--- src/rtl/core/tlcf_pkg.sv ---
`default_nettype none
package tlcf_pkg;

  // Columns of the line number; the counter holds this many BCD digits.
  localparam int NUM_DIGITS = 6;
  localparam int BCD_W      = 4 * NUM_DIGITS;

  // Output positions within one run: digits, then tab, prefix, byte.
  localparam int POS_COUNT = NUM_DIGITS + 3;
  localparam int POS_W     = $clog2(POS_COUNT);
  localparam int DIG_W     = (NUM_DIGITS > 1) ? $clog2(NUM_DIGITS) : 1;

  localparam logic [POS_W-1:0] POS_FIRST = '0;
  localparam logic [POS_W-1:0] POS_TAB   = POS_W'(NUM_DIGITS);
  localparam logic [POS_W-1:0] POS_PRE   = POS_W'(NUM_DIGITS + 1);
  localparam logic [POS_W-1:0] POS_BYTE  = POS_W'(NUM_DIGITS + 2);

  localparam int QUEUE_DEPTH = 4;
  localparam int QPTR_W      = $clog2(QUEUE_DEPTH);

  // Register indexes on the configuration port.
  localparam logic [2:0] REG_NUMBER_MODE    = 3'd0;
  localparam logic [2:0] REG_SQUEEZE_BLANKS = 3'd1;
  localparam logic [2:0] REG_CARET_CONTROLS = 3'd2;
  localparam logic [2:0] REG_MARK_LINE_ENDS = 3'd3;
  localparam logic [2:0] REG_CARET_TABS     = 3'd4;

  // Numbering modes.
  localparam logic [1:0] NUM_NONE  = 2'd0;
  localparam logic [1:0] NUM_ALL   = 2'd1;

  // Characters.
  localparam logic [7:0] CH_TAB    = 8'h09;
  localparam logic [7:0] CH_NL     = 8'h0A;
  localparam logic [7:0] CH_SPACE  = 8'h20;
  localparam logic [7:0] CH_DOLLAR = 8'h24;
  localparam logic [7:0] CH_ZERO   = 8'h30;
  localparam logic [7:0] CH_I      = 8'h49;
  localparam logic [7:0] CH_CARET  = 8'h5E;
  localparam logic [7:0] CH_DEL    = 8'h7F;
  localparam logic [7:0] CH_CTL_LIMIT = 8'h20;
  localparam logic [7:0] CARET_OFFSET = 8'h40;

  typedef struct packed {
    logic [1:0] number_mode;
    logic       squeeze_blanks;
    logic       caret_controls;
    logic       mark_line_ends;
    logic       caret_tabs;
  } cfg_t;

  // One classified input byte, waiting to be expanded into output bytes.
  typedef struct packed {
    logic             num_en;
    logic [BCD_W-1:0] bcd;
    logic             pre_en;
    logic [7:0]       pre_byte;
    logic [7:0]       data;
  } desc_t;

  // BCD increment that sticks at all nines.
  function automatic logic [BCD_W-1:0] bcd_inc_sat(input logic [BCD_W-1:0] v);
    logic [BCD_W-1:0] res;
    logic             full;
    logic             carry;
    logic [3:0]       d;
    res   = v;
    full  = 1'b1;
    carry = 1'b1;
    for (int i = 0; i < NUM_DIGITS; i++) begin
      if (v[4*i +: 4] != 4'd9) begin
        full = 1'b0;
      end
    end
    for (int i = 0; i < NUM_DIGITS; i++) begin
      d = v[4*i +: 4];
      if (carry) begin
        if (d == 4'd9) begin
          res[4*i +: 4] = 4'd0;
        end else begin
          res[4*i +: 4] = d + 4'd1;
          carry = 1'b0;
        end
      end
    end
    return full ? v : res;
  endfunction

endpackage
`default_nettype wire

--- src/rtl/core/tlcf_front.sv ---
`default_nettype none
module tlcf_front (
  input  wire logic           clk,
  input  wire logic           rst_n,
  input  wire tlcf_pkg::cfg_t cfg,
  input  wire logic           in_tvalid,
  output logic                in_tready,
  input  wire logic [7:0]     in_tdata,
  input  wire logic           in_tuser,
  input  wire logic           q_full,
  output logic                push,
  output tlcf_pkg::desc_t     push_desc
);

  logic                       at_line_start_r, at_line_start_nxt;
  logic                       blank_seen_r, blank_seen_nxt;
  logic [tlcf_pkg::BCD_W-1:0] count_r, count_nxt;

  logic                       als, bs, nl, squeeze, num_en, accept;
  logic [tlcf_pkg::BCD_W-1:0] cnt;

  assign in_tready = !q_full;
  assign accept    = in_tvalid && in_tready;

  always_comb begin
    // A file start clears the line state before this byte is looked at.
    als = in_tuser ? 1'b1 : at_line_start_r;
    bs  = in_tuser ? 1'b0 : blank_seen_r;
    cnt = in_tuser ? '0   : count_r;
    nl  = (in_tdata == tlcf_pkg::CH_NL);

    squeeze = als && nl && cfg.squeeze_blanks && bs;

    blank_seen_nxt = bs;
    if (als) begin
      if (nl && cfg.squeeze_blanks) begin
        blank_seen_nxt = 1'b1;
      end else if (!nl) begin
        blank_seen_nxt = 1'b0;
      end
    end

    num_en = 1'b0;
    if (als && !squeeze) begin
      if (cfg.number_mode == tlcf_pkg::NUM_NONE) begin
        num_en = 1'b0;
      end else if (cfg.number_mode == tlcf_pkg::NUM_ALL) begin
        num_en = 1'b1;
      end else begin
        num_en = !nl;
      end
    end

    count_nxt         = num_en ? tlcf_pkg::bcd_inc_sat(cnt) : cnt;
    at_line_start_nxt = nl;

    push_desc.num_en   = num_en;
    push_desc.bcd      = count_nxt;
    push_desc.pre_en   = 1'b0;
    push_desc.pre_byte = tlcf_pkg::CH_CARET;
    push_desc.data     = in_tdata;
    if (cfg.caret_controls && !nl && (in_tdata != tlcf_pkg::CH_TAB)) begin
      if (in_tdata < tlcf_pkg::CH_CTL_LIMIT) begin
        push_desc.pre_en = 1'b1;
        push_desc.data   = in_tdata + tlcf_pkg::CARET_OFFSET;
      end else if (in_tdata >= tlcf_pkg::CH_DEL) begin
        push_desc.pre_en = 1'b1;
        push_desc.data   = in_tdata - tlcf_pkg::CARET_OFFSET;
      end
    end else if ((in_tdata == tlcf_pkg::CH_TAB) && cfg.caret_tabs) begin
      push_desc.pre_en = 1'b1;
      push_desc.data   = tlcf_pkg::CH_I;
    end
    if (cfg.mark_line_ends && nl) begin
      push_desc.pre_en   = 1'b1;
      push_desc.pre_byte = tlcf_pkg::CH_DOLLAR;
    end

    push = accept && !squeeze;
  end

  always_ff @(posedge clk) begin
    if (!rst_n) begin
      at_line_start_r <= 1'b1;
      blank_seen_r    <= 1'b0;
      count_r         <= '0;
    end else if (accept) begin
      at_line_start_r <= at_line_start_nxt;
      blank_seen_r    <= blank_seen_nxt;
      count_r         <= count_nxt;
    end
  end

endmodule
`default_nettype wire

--- src/rtl/core/tlcf_queue.sv ---
`default_nettype none
module tlcf_queue (
  input  wire logic            clk,
  input  wire logic            rst_n,
  input  wire logic            push,
  input  wire tlcf_pkg::desc_t push_desc,
  output logic                 full,
  input  wire logic            pop,
  output tlcf_pkg::desc_t      head,
  output logic                 empty
);

  tlcf_pkg::desc_t                 mem_r [tlcf_pkg::QUEUE_DEPTH];
  logic [tlcf_pkg::QPTR_W-1:0]     wr_ptr_r, rd_ptr_r;
  logic [tlcf_pkg::QPTR_W:0]       fill_r, fill_nxt;

  assign full  = (fill_r == (tlcf_pkg::QPTR_W+1)'(tlcf_pkg::QUEUE_DEPTH));
  assign empty = (fill_r == '0);
  assign head  = mem_r[rd_ptr_r];

  always_comb begin
    fill_nxt = fill_r;
    if (push && !pop) begin
      fill_nxt = fill_r + 1'b1;
    end else if (pop && !push) begin
      fill_nxt = fill_r - 1'b1;
    end
  end

  always_ff @(posedge clk) begin
    if (push) begin
      mem_r[wr_ptr_r] <= push_desc;
    end
  end

  always_ff @(posedge clk) begin
    if (!rst_n) begin
      wr_ptr_r <= '0;
      rd_ptr_r <= '0;
      fill_r   <= '0;
    end else begin
      if (push) begin
        wr_ptr_r <= wr_ptr_r + 1'b1;
      end
      if (pop) begin
        rd_ptr_r <= rd_ptr_r + 1'b1;
      end
      fill_r <= fill_nxt;
    end
  end

endmodule
`default_nettype wire

--- src/rtl/core/tlcf_back.sv ---
`default_nettype none
module tlcf_back (
  input  wire logic            clk,
  input  wire logic            rst_n,
  input  wire tlcf_pkg::desc_t head,
  input  wire logic            q_empty,
  output logic                 pop,
  output logic                 out_tvalid,
  input  wire logic            out_tready,
  output logic [7:0]           out_tdata,
  output logic                 out_tlast
);

  logic                       started_r, started_nxt;
  logic [tlcf_pkg::POS_W-1:0] pos_r, pos_nxt, pos, first_pos;
  logic [7:0]                 digit_chars [tlcf_pkg::NUM_DIGITS];
  logic                       lead, xfer;
  logic [3:0]                 d;

  always_comb begin
    lead = 1'b1;
    for (int k = tlcf_pkg::NUM_DIGITS - 1; k >= 0; k--) begin
      d = head.bcd[4*k +: 4];
      if ((d == 4'd0) && lead && (k > 0)) begin
        digit_chars[tlcf_pkg::NUM_DIGITS-1-k] = tlcf_pkg::CH_SPACE;
      end else begin
        lead = 1'b0;
        digit_chars[tlcf_pkg::NUM_DIGITS-1-k] = tlcf_pkg::CH_ZERO + {4'd0, d};
      end
    end
  end

  always_comb begin
    if (head.num_en) begin
      first_pos = tlcf_pkg::POS_FIRST;
    end else if (head.pre_en) begin
      first_pos = tlcf_pkg::POS_PRE;
    end else begin
      first_pos = tlcf_pkg::POS_BYTE;
    end
    pos = started_r ? pos_r : first_pos;

    if (pos < tlcf_pkg::POS_TAB) begin
      out_tdata = digit_chars[pos[tlcf_pkg::DIG_W-1:0]];
    end else if (pos == tlcf_pkg::POS_TAB) begin
      out_tdata = tlcf_pkg::CH_TAB;
    end else if (pos == tlcf_pkg::POS_PRE) begin
      out_tdata = head.pre_byte;
    end else begin
      out_tdata = head.data;
    end

    out_tvalid = !q_empty;
    out_tlast  = (pos == tlcf_pkg::POS_BYTE);
    xfer       = out_tvalid && out_tready;
    pop        = xfer && out_tlast;

    started_nxt = started_r;
    pos_nxt     = pos_r;
    if (xfer) begin
      started_nxt = !out_tlast;
      if (pos == tlcf_pkg::POS_TAB) begin
        pos_nxt = head.pre_en ? tlcf_pkg::POS_PRE : tlcf_pkg::POS_BYTE;
      end else if (pos == tlcf_pkg::POS_PRE) begin
        pos_nxt = tlcf_pkg::POS_BYTE;
      end else begin
        pos_nxt = pos + 1'b1;
      end
    end
  end

  always_ff @(posedge clk) begin
    if (!rst_n) begin
      started_r <= 1'b0;
      pos_r     <= '0;
    end else begin
      started_r <= started_nxt;
      pos_r     <= pos_nxt;
    end
  end

endmodule
`default_nettype wire

--- src/rtl/core/text_line_number_and_caret_filter_top.sv ---
// Text line numbering and caret display filter. Each input transfer carries one text
// byte and a file-start flag, and every input byte is accepted as long as the
// four-entry queue between the classifier and the expander has room. One input
// byte expands into one to nine output bytes (an optional six-column right-justified
// line number and a tab, an optional caret or dollar prefix, and the byte itself);
// the expander sends one output byte per cycle while out_tready is high, and takes
// the next queued entry only once the last byte of the current one is sent, so the
// sustained input rate is one byte per cycle for plain text with no output stall
// and lower when bytes expand. A newline dropped as a repeated blank line is accepted
// and produces nothing. out_tlast marks the final output byte of each input byte.
// Configuration must be written over the APB-style port only while the filter is
// idle; the block itself does not enforce this. The line counter sticks at 999999.
`default_nettype none
module text_line_number_and_caret_filter_top (
  input  wire logic        clk,
  input  wire logic        rst_n,
  // Input stream.
  input  wire logic        in_tvalid,
  output logic             in_tready,
  input  wire logic [7:0]  in_tdata,   // [7:0] data_byte
  input  wire logic        in_tuser,   // [0] file_start
  // Output stream.
  output logic             out_tvalid,
  input  wire logic        out_tready,
  output logic [7:0]       out_tdata,  // [7:0] out_byte
  output logic             out_tlast,
  // Configuration port.
  input  wire logic        cfg_psel,
  input  wire logic        cfg_penable,
  input  wire logic        cfg_pwrite,
  input  wire logic [4:0]  cfg_paddr,
  input  wire logic [31:0] cfg_pwdata,
  output logic [31:0]      cfg_prdata,
  output logic             cfg_pready
);

  tlcf_pkg::cfg_t  cfg_r, cfg_nxt;
  tlcf_pkg::desc_t push_desc, head;
  logic            push, pop, q_full, q_empty, cfg_wr;
  logic [2:0]      reg_idx;

  // Register writes complete in the access phase; there are no wait states.
  assign cfg_pready = 1'b1;
  assign cfg_wr     = cfg_psel && cfg_penable && cfg_pwrite && cfg_pready;
  assign reg_idx    = cfg_paddr[4:2];

  always_comb begin
    cfg_nxt = cfg_r;
    if (cfg_wr) begin
      case (reg_idx)
        tlcf_pkg::REG_NUMBER_MODE:    cfg_nxt.number_mode    = cfg_pwdata[1:0];
        tlcf_pkg::REG_SQUEEZE_BLANKS: cfg_nxt.squeeze_blanks = cfg_pwdata[0];
        tlcf_pkg::REG_CARET_CONTROLS: cfg_nxt.caret_controls = cfg_pwdata[0];
        tlcf_pkg::REG_MARK_LINE_ENDS: cfg_nxt.mark_line_ends = cfg_pwdata[0];
        tlcf_pkg::REG_CARET_TABS:     cfg_nxt.caret_tabs     = cfg_pwdata[0];
        default: cfg_nxt = cfg_r;
      endcase
    end
  end

  always_comb begin
    case (reg_idx)
      tlcf_pkg::REG_NUMBER_MODE:    cfg_prdata = {30'd0, cfg_r.number_mode};
      tlcf_pkg::REG_SQUEEZE_BLANKS: cfg_prdata = {31'd0, cfg_r.squeeze_blanks};
      tlcf_pkg::REG_CARET_CONTROLS: cfg_prdata = {31'd0, cfg_r.caret_controls};
      tlcf_pkg::REG_MARK_LINE_ENDS: cfg_prdata = {31'd0, cfg_r.mark_line_ends};
      tlcf_pkg::REG_CARET_TABS:     cfg_prdata = {31'd0, cfg_r.caret_tabs};
      default:                      cfg_prdata = 32'd0;
    endcase
  end

  always_ff @(posedge clk) begin
    if (!rst_n) begin
      cfg_r <= '0;
    end else begin
      cfg_r <= cfg_nxt;
    end
  end

  // The front end tracks line state and the line counter, and decides for each
  // byte whether it is dropped, numbered or given a prefix.
  tlcf_front u_front (
    .clk       (clk),
    .rst_n     (rst_n),
    .cfg       (cfg_r),
    .in_tvalid (in_tvalid),
    .in_tready (in_tready),
    .in_tdata  (in_tdata),
    .in_tuser  (in_tuser),
    .q_full    (q_full),
    .push      (push),
    .push_desc (push_desc)
  );

  // The queue lets input keep flowing while a long run is still being sent.
  tlcf_queue u_queue (
    .clk       (clk),
    .rst_n     (rst_n),
    .push      (push),
    .push_desc (push_desc),
    .full      (q_full),
    .pop       (pop),
    .head      (head),
    .empty     (q_empty)
  );

  // The back end walks each queued entry one output byte per transfer.
  tlcf_back u_back (
    .clk        (clk),
    .rst_n      (rst_n),
    .head       (head),
    .q_empty    (q_empty),
    .pop        (pop),
    .out_tvalid (out_tvalid),
    .out_tready (out_tready),
    .out_tdata  (out_tdata),
    .out_tlast  (out_tlast)
  );

  // A run that has started always continues until its last byte is sent.
  a_run_continues: assert property (@(posedge clk) disable iff (!rst_n)
    out_tvalid && out_tready && !out_tlast |=> out_tvalid)
    else $error("output run broken before its last byte");

  // Nothing is offered in the first cycle after reset is released.
  a_quiet_after_reset: assert property (@(posedge clk)
    rst_n && $past(!rst_n) |-> !out_tvalid)
    else $error("output valid right after reset");

  // The queue can never look full and empty at once.
  a_queue_sane: assert property (@(posedge clk) disable iff (!rst_n)
    !(q_full && q_empty))
    else $error("queue full and empty together");

endmodule
`default_nettype wire

--- config.mk ---
export PLATFORM = sky130hd
export DESIGN_NAME = text_line_number_and_caret_filter_top
export DESIGN_NICKNAME = d
export VERILOG_FILES = /design/src/rtl/core/tlcf_pkg.sv /design/src/rtl/core/tlcf_front.sv /design/src/rtl/core/tlcf_queue.sv /design/src/rtl/core/tlcf_back.sv /design/src/rtl/core/text_line_number_and_caret_filter_top.sv
export SDC_FILE = /design/constraint.sdc
export NUM_CORES = 1
export LEC_CHECK = 0
export BUFFER_PORTS_ARGS = -buffer_cell sky130_fd_sc_hd__buf_2
export CORE_MARGIN = 5
export CORE_UTILIZATION = 46
export CTS_BUF_LIST = sky130_fd_sc_hd__clkbuf_4 sky130_fd_sc_hd__clkbuf_8
export DETAILED_ROUTE_END_ITERATION = 7
export PLACE_DENSITY = 0.72
export SLEW_MARGIN = 20
export SYNTH_ARGS = -nofsm -noshare
export SYNTH_HDL_FRONTEND = slang
export SYNTH_SLANG_ARGS = --single-unit
--- constraint.sdc ---
create_clock -name clk -period 4.2 [get_ports clk]
set_clock_uncertainty 0.1 [all_clocks]
set_input_delay 0.21 -clock clk [delete_from_list [all_inputs] [get_ports clk]]
set_output_delay 0.21 -clock clk [all_outputs]
set_load 0.05 [all_outputs]
* Word level (Yosys, flattened, before mapping)
Memories as Yosys holds them, arrays and structs flattened. A register that Yosys moved wholly into a read port is not among the register bits.
Cells that the tools add are included.
** Word-level totals
- Register bits :: 44
- RAM bits :: 168
- Input bits :: 53
- Output and inout bits :: 44
- Logic and storage cells :: 177
- Memories kept :: 1
** Operators by class
- $add $sub $neg :: 19
- Magnitude comparators :: 4
- Equality and inequality tests :: 24
- Muxes and demuxes :: 73
- Bitwise gates (word level) :: 1
- Reduce and logical (&&, ||, !) cells :: 42
** Memories
- u_queue.mem_r :: depth 4, width 42, read ports 1, clocked after Yosys merged registers in 1, wr ports 1, RTL line tlcf_queue.sv:13 : tlcf_pkg::desc_t mem_r [tlcf_pkg::QUEUE_DEPTH];
** Operators by type and width (count)
- two-way mux 8 bit :: 13
- two-way mux 24 bit :: 3
- two-way mux 4 bit :: 16
- adder 6 x 4 -> 7 bit (first input constant) :: 6
- two-way mux 1 bit :: 33
- adder 4 x 1 -> 4 bit (second input constant) :: 7
- equality test 4 bit (second input constant) :: 7
- binary-select mux 8 bit (select 3 bit) :: 1
- != test 4 bit (second input constant) :: 6
- logical AND 1 bit :: 21
- zero test 4 bit :: 5
- equality test 8 x 4 -> 1 bit (second input constant) :: 2
- one-hot mux 2 bit (5 select lines) :: 1
- AND reduction 2 bit :: 5
- two-way mux 9 bit :: 1
- adder 8 x 7 -> 8 bit (second input constant) :: 1
- equality test 4 x 3 -> 1 bit (second input constant) :: 2
- greater-or-equal comparator 8 x 7 -> 1 bit (second input constant) :: 1
- less-than comparator 8 x 6 -> 1 bit (second input constant) :: 1
- != test 8 x 4 -> 1 bit (second input constant) :: 1
- subtractor 8 x 7 -> 8 bit (second input constant) :: 1
- zero test 1 bit :: 7
- two-way mux 7 bit :: 1
- equality test 3 x 2 -> 1 bit (second input constant) :: 2
- 14 further kinds :: 19

* Longest topological paths before layout
Gate-level depths: netlist of the first run.
- Depth in word-level cells :: 14
- Gate-level depth with buffers :: 15
- Depth with buffers taken out :: 13

* Cells and area by module
A second synthesis of the first run with hierarchy kept.
** Unflattened totals
- Cell total of the unflattened synthesis :: 807
- Area, all modules :: 10422.5 µm²
** By module, submodules not included
- tlcf_queue :: instances 1, cells an instance 263, area each 6558.8 µm², sequential area each 5225.0 µm²
- tlcf_front :: instances 1, cells an instance 335, area each 2269.7 µm², sequential area each 520.5 µm²
- tlcf_back :: instances 1, cells an instance 138, area each 988.4 µm², sequential area each 100.1 µm²
- text_line_number_and_caret_filter_top :: instances 1, cells an instance 71, area each 605.6 µm², sequential area each 120.1 µm²

* Worst setup path after synthesis of the first run
Ideal clock, no wire load.
- Kind :: register -> output
- From :: register with a tool-made name
- To :: output out_tdata[6]
- Arrival time :: 3546 ps
- Required time :: 3890 ps
- Setup slack :: 344 ps
- Stages on the path, launching flop included :: 11
- Buffers on the path :: 2
- Cell sequence :: dfxtp_1 > mux2_4 > or4_4 > buf_6 > nand3_4 > buf_12 > inv_4 > ha_1 > and2_1 > o31ai_1 > a21boi_0
** RTL lines
- end, declared :: RTL line text_line_number_and_caret_filter_top.sv:25 : output logic [7:0] out_tdata,

==> results of run 1 <==
-- power breakdown --
group	leakage, nW	total, mW	switching, mW	internal, mW
clock network	0.200	1.18	0.732	0.452
registers	1.67	2.38	0.122	2.25
logic	1.47	1.45	0.959	0.489
-- state kept, by name, summed over array words and instances, names as in the netlist, 2 cells and up, named ones only --
signal	cells
u_queue.mem_r	144
u_front.count_r	24
cfg_r	6
u_back.pos_r	4
u_queue.fill_r	3
u_queue.rd_ptr_r	2
u_queue.wr_ptr_r	2
-- stage by stage --
step / instance area (sq um) / hold slack [ns]
3_3_place_gp: 9677 / 0.3684
6_report: 10170 / 0.03183
3_5_place_dp: 9677 / 0.3690
4_1_cts: 10160 / 0.006969
5_1_grt: 10170 / 0.02985
2_1_floorplan: 9544 / 0.2539
-- synth_stat cells (all sizes together) (4+ instances only) --
library cell / instances / area, sq um
nor4: 11 / 93.84
a31oi: 14 / 93.84
buf: 45 / 370.3
nor3b: 5 / 37.54
nand2: 65 / 244.0
o211ai: 9 / 67.56
nand3: 27 / 147.6
mux4: 39 / 927.1
a21oi: 26 / 130.1
clkbuf: 30 / 112.6
or3: 5 / 31.28
nor2b: 12 / 75.07
mux2: 8 / 93.83
o21a: 4 / 30.03
nor2: 51 / 191.4
o31a: 4 / 35.03
xnor2: 10 / 87.58
nand4: 8 / 50.05
or4: 5 / 41.29
and3: 7 / 43.79
dfxtp: 46 / 920.9
edfxtp: 144 / 4324
mux2i: 20 / 200.2
nor3: 9 / 50.05
o21ai: 23 / 115.1
nor4b: 5 / 50.04
nand2b: 11 / 68.82
and2: 13 / 81.33
inv: 20 / 77.58
o31ai: 7 / 52.55
ha: 8 / 100.1
-- cells by family after synthesis --
logic type,after synthesis,share of synthesized area
AND/OR/NAND/NOR,245,0.1378
other,2,0.0007959
AO/OA/AOI/OAI,127,0.09190
flip-flops,190,0.5559
XOR/XNOR,13,0.01207
multiplexers,67,0.1294
buffers and inverters,95,0.05941
adder cells (fa/ha/maj),9,0.01273
-- final cells by class --
type / instances / area (sq um)
Clock buffer: 17 / 234.0
Clock inverter: 15 / 165.2
Fill cell: 1720 / 10060
Inverter: 20 / 77.57
Multi-Input combinational cell: 492 / 3749
Sequential cell: 190 / 5253
Tap cell: 270 / 337.8
Timing Repair Buffer: 55 / 354.1
-- layer usage --
metal,global-route usage,routed length [microns]
met1,0.2309,8752
met4,0.04455,240
met2,0.2589,9036
met5,0,0
met3,0.03025,922
-- timing repair --
item | 4_1_cts | 5_1_grt
gates resized for setup | 1 | 3
cloned | 0 | 0
endpoints found under the setup margin | 1 | 1
setup buffers | 0 | 0
endpoints found under the hold margin | 30 | 0
hold buffers | 8 | 0
-- final timing paths --
kind                             to  cells past startpoint  slack [ns]
setup / recovery       out_tdata[4]                     10        0.21
hold / removal             cfg_r[1]                      4        0.03
setup reg to reg  u_queue.fill_r[2]                     12        0.56
hold reg to reg            cfg_r[4]                      2        0.38
-- tightest hold or removal path: stages --
cell	delay, ns
buf_2	0.13
nand3_1	0.08
mux2i_1	0.07
nor2_1	0.07
==> flow_summary.yaml, run 1 <==
min_path:
  holdCritPathClass: "in2reg"
  min-delay-start: "cfg_paddr[2]"
final_layout:
  antenna_cells: 0
  final_nets: 838
  syn_to_final_growth_pct: 7.785
  final_util: 0.5026
  fin_cells: 1059
  drive_gt1_frac: 0.1635
  final_common_cell: "edfxtp_1"
  final_cell_mix: "edfxtp_1, nand2_1, nor2_1"
setup_path:
  slowest_delay_ns: 0.54
  crit_required_ns: 3.89
  crit_fanout: 12
  path_class: "reg2out"
  endpoint_kind: "primary output"
  crit_chain: "mux2_4 > or4_4 > nand3_4 > inv_4 > ha_1 > and2_1 > o31ai_2 > a21boi_1 > a311o_1 > buf_2"
  crit_slowest_cell: "or4_4"
  cp_top_family: "simple AND/OR/NAND/NOR gates"
  cp.arrival_ns: 3.68
  cp-start-kind: "register"
  path_buf_inv: 2
  r2r_start: "u_back.started_r"
die:
  die_y_microns: 153.2
  io_pins: 97
  dieArea_sq_mm: 0.02348
  core-area_sq_mm: 0.02023
  row_count: 52
  start_util: 0.4663
  die_width_microns: 153.2
timing:
  relSlewSlack: 0.3350
  setup_tns_ns: 0
  min_period_over_period: 0.9507
  hold_viol: 0
  rsz0062_at_grt: "no"
  drv_slew: 0
  tightest_slew_ns: 0.9975
  setup_violations: 0
  setup_ws_ns: 0.2069
  fmax_mhz: 250.4
  period_needed_ns: 3.993
status:
  status: "finished clean"
cts:
  cts_tree: "built"
  htreeDepth: 4
  clock-root-buffer: "clkbuf_8"
  cts_max_path_buffers: 2
  cts.sinks: 190
  insertion_delay_ns: 0.47
  cts-buffers-inserted: 17
  clk_transition_reported_paths_ns: 0.10
placed_design:
  pre_cts_slack_ns: 0.4862
  placed_cells: 1019
  routabilityCongestion: 0.8422
  numPortBuffers: 33
  hpwl_microns: 12960
synthesis:
  netlist_instances: 748
  yosys.cell_types.count: 83
  ys_seq_area_frac: 0.5559
  synthFlopType: "edfxtp_1"
  syn-mean-instance-area_sq_um: 12.61
  synth_edf_count: 144
  netlist_area_sq_mm: 0.009435
  synth-seq-cells: 190
  yosysWarnings: 0
  async_reset_ff_frac: 0
power:
  p_leak_nw: 3.340
  power_density_mw_per_mm2: 492.5
  peakVddDrop_uv: 358.9
  p_total_mw: 5.009
drt:
  drtPass1Iterations: 7
  drtAntennaViolNets: 0
  drtIter0Drc: 433
  totalWireLength_microns: 18950
  wl_per_cell_microns: 17.90
  vias_per_cell: 5.618
  num_vias: 5949
  drc: 0
global_route:
  grt_max_degree: 37
  grt_pass1_vias: 5602
  grt_antenna_before_repair: 0
  grt_overflow_total: 0
  gr-usage-all-layers: 0.1626
  grt_pass1_wl_microns: 30340
job:
  cap_violations: 0
No activity file was read; power rests on OpenSTA's default activity.
==> run 2: changes to the inputs <==
--- a/config.mk
+++ b/config.mk
@@ -6,11 +6,13 @@
 export NUM_CORES = 1
 export LEC_CHECK = 0
 export BUFFER_PORTS_ARGS = -buffer_cell sky130_fd_sc_hd__buf_2
+export CELL_PAD_IN_SITES_DETAIL_PLACEMENT = 0
+export CELL_PAD_IN_SITES_GLOBAL_PLACEMENT = 1
 export CORE_MARGIN = 5
 export CORE_UTILIZATION = 46
 export CTS_BUF_LIST = sky130_fd_sc_hd__clkbuf_4 sky130_fd_sc_hd__clkbuf_8
 export DETAILED_ROUTE_END_ITERATION = 7
-export PLACE_DENSITY = 0.72
+export PLACE_DENSITY = 0.84
 export SLEW_MARGIN = 20
 export SYNTH_ARGS = -nofsm -noshare
 export SYNTH_HDL_FRONTEND = slang
==> run 2 against run 1 <==
Against the previous run: sequential power about the same; core utilization about the same; largest cell class unchanged; first-iteration DRC count increased by 21%; largest power group unchanged; sequential share of layout area about the same.
==> flow_summary.yaml, run 2 (synthesis results as in run 1) <==
power:
  power_density_mw_per_mm2: 495.7
  switchingPower_mw: 1.782
  clkPwrFrac: 0.239
  p_leak_nw: 3.336
  p_int_mw: 3.256
  peakVddDrop_uv: 278.7
  combPwrFrac: 0.292
  p_sw_frac: 0.3537
  power_frac_seq: 0.469
final_layout:
  final_common_cell: "edfxtp_1"
  antenna_cells: 0
  drive_gt1_frac: 0.1624
  final_cell_mix: "edfxtp_1, nand2_1, nor2_1"
  regMostFlops: "u_queue.mem_r"
  largest_register_ffs: 144
  largestRegisters: "u_queue.mem_r: 144 flops, u_front.count_r: 24 flops, cfg_r: 6 flops"
  final_nets: 837
  fin_cells: 1058
  syn_to_final_growth_pct: 7.731
global_route:
  gr-usage-all-layers: 0.1690
  grt_antenna_before_repair: 0
  grt_pass1_vias: 5738
  grt_pass1_wl_microns: 31480
  grt_overflow_total: 0
  grt_max_degree: 37
die:
  row_count: 52
  dieArea_sq_mm: 0.02348
  core-area_sq_mm: 0.02023
  die_y_microns: 153.2
  die_width_microns: 153.2
  start_util: 0.4663
  io_pins: 97
setup_path:
  path_class: "reg2out"
  crit_required_ns: 3.89
  reg2reg_depth: 13
  r2r_slack_ns: 0.53
  cp-start-kind: "register"
  cp.arrival_ns: 3.63
  crit_end: "out_tdata[4]"
  endpoint_kind: "primary output"
  crit_fanout: 11
  rr_endpoint: "u_queue.fill_r[2]"
timing:
  whs_ns: 0.04084
  tightest_slew_ns: 0.9775
  fmax_mhz: 253.8
  rsz0062_at_grt: "no"
  period_needed_ns: 3.940
  hold_viol: 0
  setup_tns_ns: 0
  relSlewSlack: 0.3483
  setup_ws_ns: 0.2605
  drv_slew: 0
  setup_violations: 0
  min_period_over_period: 0.9380
placed_design:
  pre_cts_slack_ns: 0.5742
  routabilityCongestion: 0.8268
  hpwl_microns: 13340
  numPortBuffers: 33
  placed_cells: 1018
drt:
  drtIter0Drc: 522
  drc: 0
  drtAntennaViolNets: 0
  wl_per_cell_microns: 18.43
  totalWireLength_microns: 19500
  vias_per_cell: 5.670
  num_vias: 5999
  drtPass1Iterations: 5
min_path:
  holdCritPathClass: "in2reg"
  min-delay-start: "cfg_paddr[2]"
cts:
  clock-root-buffer: "clkbuf_8"
  post_cts_buffers: 0
  cts_tree: "built"
  htreeDepth: 4
  cts.sinks: 190
  cts_max_path_buffers: 2
  clk_transition_reported_paths_ns: 0.09
  cts-buffers-inserted: 17
  insertion_delay_ns: 0.47
status:
  status: "finished clean"
job:
  cap_violations: 0
run 2: changes by cell type in the layout (fill, tap and decap cells not counted), sizes merged:
cell,before,now
buf,47,46
bufinv,0,1
clkbuf,17,19
clkinv,5,4
clkinvlp,1,2
inv,29,26
run 2: cell type report:
type	count	area (sq um)
Clock buffer	19	249.0
Clock inverter	13	148.9
Fill cell	1733	10070
Inverter	20	77.57
Multi-Input combinational cell	492	3749
Sequential cell	190	5248
Tap cell	270	337.8
Timing Repair Buffer	54	355.3
run 2: how the worst min path moves through the flow:
stage,endpoint,slack (ns),cells past startpoint
2_1_floorplan,cfg_r[1],0.25,2
3_3_place_gp,register,0.36,2
3_5_place_dp,register,0.36,2
4_1_cts,cfg_r[1],0.02,4
5_1_grt,u_front.count_r[21],0.06,2
6_report,cfg_r[1],0.04,4
run 2: worst max-delay path, cell delays in order, from the launching register on:
cell	delay, ns
dfxtp_2	0.52
mux2_4	0.33
or4_4	0.54
nand3_4	0.22
inv_4	0.07
ha_1	0.25
and2_1	0.18
o31ai_2	0.34
a21boi_1	0.28
a311o_1	0.16
buf_2	0.27
run 2: layer usage:
layer  up-vias  track usage  routed length (microns)
met2       177       0.2637                     9219
met1      2933       0.2429                     9007
met5         -            0                        0
met3        26      0.03223                      982
li1       2863            -                        -
met4         0      0.04922                      288
run 2: power groups by stage:
stage          sequential [mW]  clock, mW  combinational (mW)
5_1_grt                   2.39       1.31                1.60
6_report                  2.37       1.20                1.47
2_1_floorplan             2.36          0                1.19
3_5_place_dp              2.41          0                1.47
4_1_cts                   2.37       1.22                1.48
3_3_place_gp              2.40          0                1.46
run 2: repair_timing:
item	in CTS	in global routing
hold buffers	8	0
endpoints found under the hold margin	30	0
endpoints found under the setup margin	0	4
resized for setup	0	1
run 2: per-stage QoR:
stage,area [sq um],power [mW],util
3_3_place_gp,9682,3.859,0.4785
3_5_place_dp,9682,3.882,0.4785
5_1_grt,10160,5.298,0.5024
6_report,10160,5.039,0.5024
2_1_floorplan,9544,3.546,-
4_1_cts,10160,5.070,0.5021
